### config.mk
export PLATFORM = sky130hd
export DESIGN_NAME = line_edit_buffer
export DESIGN_NICKNAME = d
export VERILOG_FILES = /design/src/rtl/leb_pkg.sv /design/src/rtl/leb_store.sv /design/src/rtl/leb_seq.sv /design/src/rtl/line_edit_buffer.sv
export SDC_FILE = /design/constraint.sdc
export NUM_CORES = 2
export LEC_CHECK = 0
export ABC_AREA = 1
export BUFFER_PORTS_ARGS = -buffer_cell sky130_fd_sc_hd__buf_2
export CAP_MARGIN = 15
export CORE_AREA = 2 2 292 583
export CTS_CLUSTER_SIZE = 14
export DETAILED_ROUTE_END_ITERATION = 8
export DIE_AREA = 0 0 294 585
export GPL_ROUTABILITY_DRIVEN = 0
export HOLD_SLACK_MARGIN = 0.1
export PLACE_DENSITY_LB_ADDON = 0.12
export SLEW_MARGIN = 20
export SYNTH_ARGS = -nofsm -noshare
export SYNTH_HDL_FRONTEND = slang
export SYNTH_SLANG_ARGS = --single-unit
### constraint.sdc
create_clock -name clk -period 7.1 [get_ports clk]
set_input_delay 0.71 -clock clk [delete_from_list [all_inputs] [get_ports clk]]
set_output_delay 0.71 -clock clk [all_outputs]
set_load 0.05 [all_outputs]
### src/rtl/leb_pkg.sv
// shared constants and types for the line edit buffer
package leb_pkg;

	localparam int LINE_CHARS_DEF = 256;

	localparam int LEN_W  = 9;
	localparam int CHAR_W = 7;
	localparam int CODE_W = 8;

	localparam logic [CODE_W-1:0] KEY_BACKSPACE = 8'h08;
	localparam logic [CODE_W-1:0] KEY_DELETE    = 8'h2E;
	localparam logic [CODE_W-1:0] KEY_LEFT      = 8'h25;
	localparam logic [CODE_W-1:0] KEY_RIGHT     = 8'h27;
	localparam logic [CODE_W-1:0] KEY_INSERT    = 8'h2D;
	localparam logic [CODE_W-1:0] PRINT_LOW     = 8'd32;
	localparam logic [CODE_W-1:0] PRINT_HIGH    = 8'd126;

	localparam logic CMD_KEY  = 1'b0;
	localparam logic CMD_CHAR = 1'b1;

	typedef struct packed {
		logic [LEN_W-1:0]  text_length;
		logic [LEN_W-1:0]  caret_position;
		logic              insert_on;
		logic [CHAR_W-1:0] char_under_caret;
		logic              dropped_full;
	} leb_result_t;

endpackage

### src/rtl/leb_store.sv
// character memory of the line, one write and one registered read port
module leb_store #(
	parameter int LINE_CHARS = leb_pkg::LINE_CHARS_DEF,
	localparam int AW = $clog2(LINE_CHARS)
) (
	input  logic                      clk,
	input  logic                      wr_en,
	input  logic [AW-1:0]             wr_addr,
	input  logic [leb_pkg::CHAR_W-1:0] wr_data,
	input  logic                      rd_en,
	input  logic [AW-1:0]             rd_addr,
	output logic [leb_pkg::CHAR_W-1:0] rd_data
);

	logic [leb_pkg::CHAR_W-1:0] text_mem_q [LINE_CHARS];
	logic [leb_pkg::CHAR_W-1:0] rd_data_q;

	always_ff @(posedge clk) begin
		if (wr_en) begin
			text_mem_q[wr_addr] <= wr_data;
		end
	end

	always_ff @(posedge clk) begin
		if (rd_en) begin
			rd_data_q <= text_mem_q[rd_addr];
		end
	end

	assign rd_data = rd_data_q;

endmodule

### src/rtl/leb_seq.sv
// edit sequencer: decodes an item, walks the shift index unit, looks up the caret char
module leb_seq #(
	parameter int LINE_CHARS = leb_pkg::LINE_CHARS_DEF,
	localparam int AW = $clog2(LINE_CHARS),
	localparam int CW = $clog2(LINE_CHARS + 1)
) (
	input  logic                       clk,
	input  logic                       arst_n,
	input  logic                       start,
	input  logic                       cmd,
	input  logic [leb_pkg::CODE_W-1:0] key_code,
	input  logic                       key_released,
	output logic                       idle,
	output logic                       res_valid,
	input  logic                       res_take,
	output leb_pkg::leb_result_t       res,
	output logic                       mem_wr_en,
	output logic [AW-1:0]              mem_wr_addr,
	output logic [leb_pkg::CHAR_W-1:0] mem_wr_data,
	output logic                       mem_rd_en,
	output logic [AW-1:0]              mem_rd_addr,
	input  logic [leb_pkg::CHAR_W-1:0] mem_rd_data
);

	localparam logic [2:0] ST_IDLE  = 3'd0;
	localparam logic [2:0] ST_SHIFT = 3'd1;
	localparam logic [2:0] ST_DRAIN = 3'd2;
	localparam logic [2:0] ST_PUT   = 3'd3;
	localparam logic [2:0] ST_LOOK  = 3'd4;
	localparam logic [2:0] ST_LOOKW = 3'd5;

	logic [2:0]  state_q;
	logic [CW-1:0] len_q, caret_q;
	logic        ins_q, dropped_q, put_q, dir_right_q, look_hit_q;
	logic [leb_pkg::CHAR_W-1:0] ch_q;
	logic [AW-1:0] put_addr_q, rd_idx_q, stop_q;
	logic        wr_pend_s1;
	logic [AW-1:0] wr_addr_s1;

	// decode of the incoming item
	logic [CW-1:0] caret_inc, caret_dec, len_inc, len_dec;
	logic          caret_at_end, is_full, printable;
	logic [CW-1:0] nxt_len, nxt_caret;
	logic          nxt_ins, nxt_drop, nxt_shift, nxt_right, nxt_put;
	logic [CW-1:0] nxt_start, nxt_stop, nxt_put_addr;

	// shared index step unit
	logic [AW-1:0] idx_step, idx_next, idx_back;

	assign caret_inc    = caret_q + CW'(1);
	assign caret_dec    = caret_q - CW'(1);
	assign len_inc      = len_q + CW'(1);
	assign len_dec      = len_q - CW'(1);
	assign caret_at_end = (caret_q == len_q);
	assign is_full      = (len_q == CW'(LINE_CHARS));
	assign printable    = (key_code >= leb_pkg::PRINT_LOW) && (key_code <= leb_pkg::PRINT_HIGH);

	always_comb begin
		nxt_len      = len_q;
		nxt_caret    = caret_q;
		nxt_ins      = ins_q;
		nxt_drop     = 1'b0;
		nxt_shift    = 1'b0;
		nxt_right    = 1'b0;
		nxt_put      = 1'b0;
		nxt_start    = caret_q;
		nxt_stop     = len_dec;
		nxt_put_addr = caret_q;
		if (cmd == leb_pkg::CMD_KEY) begin
			if (!key_released) begin
				case (key_code)
					leb_pkg::KEY_BACKSPACE: begin
						if (caret_q != '0) begin
							nxt_len   = len_dec;
							nxt_caret = caret_dec;
							nxt_shift = !caret_at_end;
							nxt_start = caret_q;
						end
					end
					leb_pkg::KEY_DELETE: begin
						if (!caret_at_end) begin
							nxt_len   = len_dec;
							nxt_shift = (caret_inc != len_q);
							nxt_start = caret_inc;
						end
					end
					leb_pkg::KEY_LEFT: begin
						if (caret_q != '0) begin
							nxt_caret = caret_dec;
						end
					end
					leb_pkg::KEY_RIGHT: begin
						if (!caret_at_end) begin
							nxt_caret = caret_inc;
						end
					end
					leb_pkg::KEY_INSERT: begin
						nxt_ins = !ins_q;
					end
					default: begin
					end
				endcase
			end
		end else if (printable) begin
			if (ins_q) begin
				if (is_full) begin
					nxt_drop = 1'b1;
				end else begin
					nxt_len   = len_inc;
					nxt_caret = caret_inc;
					nxt_put   = 1'b1;
					nxt_shift = !caret_at_end;
					nxt_right = 1'b1;
					nxt_start = len_dec;
					nxt_stop  = caret_q;
				end
			end else if (!caret_at_end || !is_full) begin
				nxt_put   = 1'b1;
				nxt_caret = caret_inc;
				if (caret_at_end) begin
					nxt_len = len_inc;
				end
			end else begin
				nxt_drop = 1'b1;
			end
		end
	end

	// +1 when walking up (removal), -1 when walking down (insertion)
	assign idx_step = dir_right_q ? '1 : AW'(1);
	assign idx_next = rd_idx_q + idx_step;
	assign idx_back = rd_idx_q - idx_step;

	always_ff @(posedge clk or negedge arst_n) begin
		if (!arst_n) begin
			state_q    <= ST_IDLE;
			len_q      <= '0;
			caret_q    <= '0;
			ins_q      <= 1'b1;
			wr_pend_s1 <= 1'b0;
		end else begin
			wr_pend_s1 <= 1'b0;
			case (state_q)
				ST_IDLE: begin
					if (start) begin
						len_q   <= nxt_len;
						caret_q <= nxt_caret;
						ins_q   <= nxt_ins;
						if (nxt_shift) begin
							state_q <= ST_SHIFT;
						end else if (nxt_put) begin
							state_q <= ST_PUT;
						end else begin
							state_q <= ST_LOOK;
						end
					end
				end
				ST_SHIFT: begin
					wr_pend_s1 <= 1'b1;
					if (rd_idx_q == stop_q) begin
						state_q <= ST_DRAIN;
					end
				end
				ST_DRAIN: begin
					state_q <= put_q ? ST_PUT : ST_LOOK;
				end
				ST_PUT: begin
					state_q <= ST_LOOK;
				end
				ST_LOOK: begin
					state_q <= ST_LOOKW;
				end
				ST_LOOKW: begin
					if (res_take) begin
						state_q <= ST_IDLE;
					end
				end
				default: begin
					state_q <= ST_IDLE;
				end
			endcase
		end
	end

	always_ff @(posedge clk) begin
		if (state_q == ST_IDLE && start) begin
			dropped_q   <= nxt_drop;
			put_q       <= nxt_put;
			dir_right_q <= nxt_right;
			ch_q        <= key_code[leb_pkg::CHAR_W-1:0];
			put_addr_q  <= nxt_put_addr[AW-1:0];
			rd_idx_q    <= nxt_start[AW-1:0];
			stop_q      <= nxt_stop[AW-1:0];
		end
		if (state_q == ST_SHIFT) begin
			rd_idx_q   <= idx_next;
			wr_addr_s1 <= idx_back;
		end
		if (state_q == ST_LOOK) begin
			look_hit_q <= (caret_q != len_q);
		end
	end

	// memory port steering
	assign mem_wr_en   = wr_pend_s1 || (state_q == ST_PUT);
	assign mem_wr_addr = wr_pend_s1 ? wr_addr_s1 : put_addr_q;
	assign mem_wr_data = wr_pend_s1 ? mem_rd_data : ch_q;
	assign mem_rd_en   = (state_q == ST_SHIFT) || (state_q == ST_LOOK && caret_q != len_q);
	assign mem_rd_addr = (state_q == ST_SHIFT) ? rd_idx_q : caret_q[AW-1:0];

	assign idle      = (state_q == ST_IDLE);
	assign res_valid = (state_q == ST_LOOKW);

	always_comb begin
		res.text_length      = leb_pkg::LEN_W'(len_q);
		res.caret_position   = leb_pkg::LEN_W'(caret_q);
		res.insert_on        = ins_q;
		res.char_under_caret = look_hit_q ? mem_rd_data : '0;
		res.dropped_full     = dropped_q;
	end

endmodule

### src/rtl/line_edit_buffer.sv
// top level of the line edit buffer: handshakes, result register, sequencer and memory
//
//  channel | direction | handshake           | item fields
//  --------+-----------+---------------------+-----------------------------------------------
//  input   | in        | in_valid / in_stall | cmd, key_code, key_released
//  output  | out       | out_valid/out_stall | text_length, caret_position, insert_on,
//          |           |                     | char_under_caret, dropped_full
//
// an item is accepted in the idle state; for an insertion or removal inside the text the
// sequencer then shifts the characters after the edit point and drains, writes when a
// character is written, looks up the caret character and waits for the result register
// the single memory port pair sets the shift rate: one character moves per cycle
// arst_n clears length, caret and sequencer and sets insert mode; the memory is not cleared
// a stalled output holds its result; the next item is accepted meanwhile and its result
// waits in the sequencer, stalling the input, until the result register frees up
module line_edit_buffer #(
	parameter int LINE_CHARS = leb_pkg::LINE_CHARS_DEF
) (
	input  logic                        clk,
	input  logic                        arst_n,
	// input item channel
	input  logic                        in_valid,
	output logic                        in_stall,
	input  logic                        cmd,
	input  logic [leb_pkg::CODE_W-1:0]  key_code,
	input  logic                        key_released,
	// result item channel
	output logic                        out_valid,
	input  logic                        out_stall,
	output logic [leb_pkg::LEN_W-1:0]   text_length,
	output logic [leb_pkg::LEN_W-1:0]   caret_position,
	output logic                        insert_on,
	output logic [leb_pkg::CHAR_W-1:0]  char_under_caret,
	output logic                        dropped_full
);

	localparam int AW = $clog2(LINE_CHARS);

	logic                        seq_idle;
	logic                        res_valid;
	logic                        res_take;
	logic                        in_accept;
	leb_pkg::leb_result_t        res;
	leb_pkg::leb_result_t        out_q;
	logic                        out_valid_q;

	logic                        mem_wr_en, mem_rd_en;
	logic [AW-1:0]               mem_wr_addr, mem_rd_addr;
	logic [leb_pkg::CHAR_W-1:0]  mem_wr_data, mem_rd_data;

	// the sequencer takes a new item only when it has nothing in flight
	assign in_stall  = !seq_idle;
	assign in_accept = in_valid && !in_stall;

	// the result register takes the sequencer's result when it is empty or being drained
	assign res_take = res_valid && (!out_valid_q || !out_stall);

	leb_seq #(
		.LINE_CHARS (LINE_CHARS)
	) u_seq (
		.clk          (clk),
		.arst_n       (arst_n),
		.start        (in_accept),
		.cmd          (cmd),
		.key_code     (key_code),
		.key_released (key_released),
		.idle         (seq_idle),
		.res_valid    (res_valid),
		.res_take     (res_take),
		.res          (res),
		.mem_wr_en    (mem_wr_en),
		.mem_wr_addr  (mem_wr_addr),
		.mem_wr_data  (mem_wr_data),
		.mem_rd_en    (mem_rd_en),
		.mem_rd_addr  (mem_rd_addr),
		.mem_rd_data  (mem_rd_data)
	);

	leb_store #(
		.LINE_CHARS (LINE_CHARS)
	) u_store (
		.clk     (clk),
		.wr_en   (mem_wr_en),
		.wr_addr (mem_wr_addr),
		.wr_data (mem_wr_data),
		.rd_en   (mem_rd_en),
		.rd_addr (mem_rd_addr),
		.rd_data (mem_rd_data)
	);

	// output valid flag
	always_ff @(posedge clk or negedge arst_n) begin
		if (!arst_n) begin
			out_valid_q <= 1'b0;
		end else if (res_take) begin
			out_valid_q <= 1'b1;
		end else if (!out_stall) begin
			out_valid_q <= 1'b0;
		end
	end

	// result payload, held while stalled
	always_ff @(posedge clk) begin
		if (res_take) begin
			out_q <= res;
		end
	end

	assign out_valid        = out_valid_q;
	assign text_length      = out_q.text_length;
	assign caret_position   = out_q.caret_position;
	assign insert_on        = out_q.insert_on;
	assign char_under_caret = out_q.char_under_caret;
	assign dropped_full     = out_q.dropped_full;

endmodule

==> key figures <==
Outcome
  • Outcome: completed

GRT
  • GRT Residual Overflow: 0
  • All-Layer GR Usage: 0.271
  • Vias in the first global route: 52500
  • First-pass GRT wire length: 346000 um
  • Largest net degree at the start of global routing: 179
  • Initial antenna violation count: 4

Worst setup path
  • Element type at the critical path start: flop
  • CP Capture Type: flop
  • Worst Path Max Fanout: 89
  • Crit path DAT: 5.39 ns
  • Critical Path RT: 7.76 ns
  • Kind of critical path: flop to flop

Final layout
  • Layout cells sized above 1: 0.0555
  • Final Cell Area: 90600 um^2
  • Post-layout nets: 7521
  • Commonest non-fill, non-tap cell in the layout: edfxtp_1
  • Number of fill cells: 14400
  • Layout area overhead: 8.61%
  • Commonest cells after routing, fill and taps aside: edfxtp_1 (1869), nand2_1 (1823), nand3_1 (1382)

Place
  • HPWL after DPL: 131000 um
  • Post-DP Area: 85400 um^2
  • IO Port Bufs: 42

Timing
  • Min Tclk post-route: 4.73 ns
  • RSZ-0062 raised after global routing: no
  • Worst Clk Skew: 0.0278 ns
  • Final setup fails: 0
  • Final Hold Viols: 0
  • Setup TNS: 0 ns
  • Max-slew violations: 0
  • Fmax: 211 MHz
  • Fin crit share: 0.666
  • Hold slack: 0.148 ns
  • Max-slew headroom: 0.243
  • Worst slew pin tran: 1.14 ns

Synth
  • Area leader, netlist: edfxtp_1
  • Synthesis warning total: 0
  • Post-synth EDFFs: 1869
  • Netlist cell types: 45
  • Most used DFF post-synth: edfxtp_1
  • Top cells by area, synth: edfxtp_1 (67%), nand3_1 (8.3%), nand2_1 (8.3%)
  • Syn_area_per_cell: 10.9 um^2
  • #FFs+latches synth: 1893
  • Cell count after synthesis: 7655
  • Top cell type's share of synthesized area: 0.673
  • Post-Synthesis Net Count: 7687
  • Synthesized cell area: 83400 um^2
  • Asr flop ratio synth: 0.0127
  • Register area share after synthesis: 0.680

Die
  • Site Rows: 213
  • Initial Util: 0.498
  • Total core area: 168000 um^2
  • Die ar.: 172000 um^2
  • Die height: 585 um
  • IO Count: 43
  • Die width: 294 um

Min path
  • Hold WC Path Type: input pin to flop

Route
  • Detailed Routing Iterations Pass 1: 6
  • Routed length per instance: 23.9 um
  • DRC Markers: 0
  • Via density: 5.65
  • ANT nets after route: 0
  • Via count: 55100
  • Routed WL: 234000 um
  • Initial DRC count: 5383

Flow run
  • Maxcap violations: 0

Clock network
  • Clk_lat worst skew: 0.80 ns
  • CTS Sinks: 1893
  • Inserted Clock Buffers: 177
  • Root Driver: clkbuf_16
  • Post-CTS setup buffer count: 0
  • Deepest clock path buffer count: 4
  • TritonCTS clock tree: built
  • CTS HTree Levels: 4
  • Clk pin slew, worst setup/hold paths: 0.06 ns

Power and ir drop
  • Net switching power: 19300 uW
  • P_leak: 0.0338 uW
  • Cell Int Power: 23900 uW
  • Power Dens Cells: 477 nW/um^2
  • Combinational Power Share: 0.453
  • Switching portion of total power: 0.447
  • Sequential Power Share: 0.342
  • Clock power share: 0.205
  • Max VDD drop: 0.442 mV
through the flow:
stage | utilization | std cells | power [uW] | setup WS, ns
6_report | 0.541 | 9761 | 43200 | 2.37
3_3_place_gp | 0.510 | 9459 | 34500 | 2.37
5_1_grt | 0.541 | 9761 | 45300 | 2.09
3_5_place_dp | 0.510 | 9459 | 34600 | 2.35
2_1_floorplan | - | 7655 | 27400 | 2.40
4_1_cts | 0.541 | 9760 | 43300 | 2.33
final timing paths:
path,startpoint,endpoint,slack (ns),depth (start not counted)
hold / removal,key_code[4],u_seq.ch_q[4]$_DFFE_PP_,0.15,1
min in group asynchronous,arst_n,u_seq.caret_q[4]$_DFFE_PN0P_,0.48,2
setup reg to reg,u_seq.state_q[2]$_DFFE_PN0P_,u_store.rd_data[1]$_DFFE_PP_,2.37,18
max in group asynchronous,arst_n,u_seq.len_q[5]$_DFFE_PN0P_,6.19,2
setup / recovery,u_seq.state_q[2]$_DFFE_PN0P_,u_store.rd_data[1]$_DFFE_PP_,2.37,18
hold reg to reg,u_seq.dropped_q$_SDFFCE_PN0P_,dropped_full$_DFFE_PP_,0.42,0
cell usage after synthesis, types with 2 or more instances:
cell	n
fa_1	2
xnor2_1	16
nand3_1	1385
o31ai_1	2
xor2_1	33
edfxtp_1	1869
o21ai_0	201
o21bai_1	3
nor2_1	331
a31oi_1	2
ha_1	16
inv_1	781
or2_2	14
nand4_1	20
clkbuf_1	200
o211ai_1	101
o21ai_1	7
inv_2	9
buf_2	243
nand2_1	1838
buf_1	32
nand3b_1	440
dfrtp_1	23
o21ai_2	4
a21oi_1	35
buf_4	18
nor3_1	12
registers in the layout (all words and copies together), names as in the netlist:
signal and flops:
u_seq.caret_q 9, u_seq.ins_q 1, u_seq.wr_pend_s1 1, u_seq.dir_right_q 1
u_seq.put_q 1, u_store.text_mem_q 1792, dropped_full 1, u_store.rd_data 7
out_valid 1, caret_position 9, insert_on 1, char_under_caret 7
u_seq.rd_idx_q 8, u_seq.state_q 3, u_seq.stop_q 8, text_length 9
u_seq.wr_addr_s1 8, u_seq.look_hit_q 1, u_seq.dropped_q 1, u_seq.put_addr_q 8
u_seq.len_q 9, u_seq.ch_q 7
cell type report:
cell class                      instances  area, um^2  share of cell area
Sequential cell                      1893       56700               0.626
Timing Repair Buffer                  149        1370              0.0151
Multi-Input combinational cell       4477       21700               0.239
Antenna cell                            1        2.50           0.0000276
Clock inverter                         75         457             0.00504
Inverter                              791        2990              0.0330
Tap cell                             2150        2690              0.0297
Clock buffer                          225        4700              0.0519
power by group through the flow:
stage / Combinational, uW / Clock [uW] / Sequential, uW
2_1_floorplan: 11900 / 0 / 15400
3_3_place_gp: 19500 / 0 / 15000
3_5_place_dp: 19600 / 0 / 15000
4_1_cts: 19600 / 8970 / 14800
5_1_grt: 21200 / 9340 / 14800
6_report: 19600 / 8860 / 14800
timing repair:
action,CTS,global route
gates resized for setup,0,0
hold buffers,1,0
hold endpoints to repair,23,0
setup endpoints to repair,0,0
cell families after synthesis:
family,after synthesis,synth area share
flip-flops,1893,0.680
multiplexers,1,0.000120
XOR/XNOR,49,0.00514
AO/OA/AOI/OAI,362,0.0254
AND/OR/NAND/NOR,4047,0.224
buffers and inverters,1285,0.0624
adder cells (fa/ha/maj),18,0.00288
metal layers:
| layer | GRT usage | vias up | wire length, um |
|---|---|---|---|
| met3 | 0.0326 | 443 | 15400 |
| met1 | 0.364 | 26800 | 94900 |
| met5 | 0 | - | 27 |
| met4 | 0.116 | 4 | 10900 |
| met2 | 0.446 | 2039 | 112000 |
| li1 | - | 25900 | - |
worst max-delay path, cell delays in order, from the launching register on:
cell and delay, ns:
dfrtp_1 0.43, inv_2 0.13, nand3_2 0.07, buf_4 0.27, nand2_8 0.44, nand2_8 0.37, inv_8 0.71, buf_12 0.31
buf_4 0.31, nand2_1 0.08, nand2_1 0.06, nand2_1 0.05, nand3_1 0.08, nand3_1 0.22, nand3_1 0.39, nand3_1 0.12
nand3_1 0.12, nand3_1 0.18, nand2_1 0.10
Note: power is estimated with default switching activity, not from simulation.
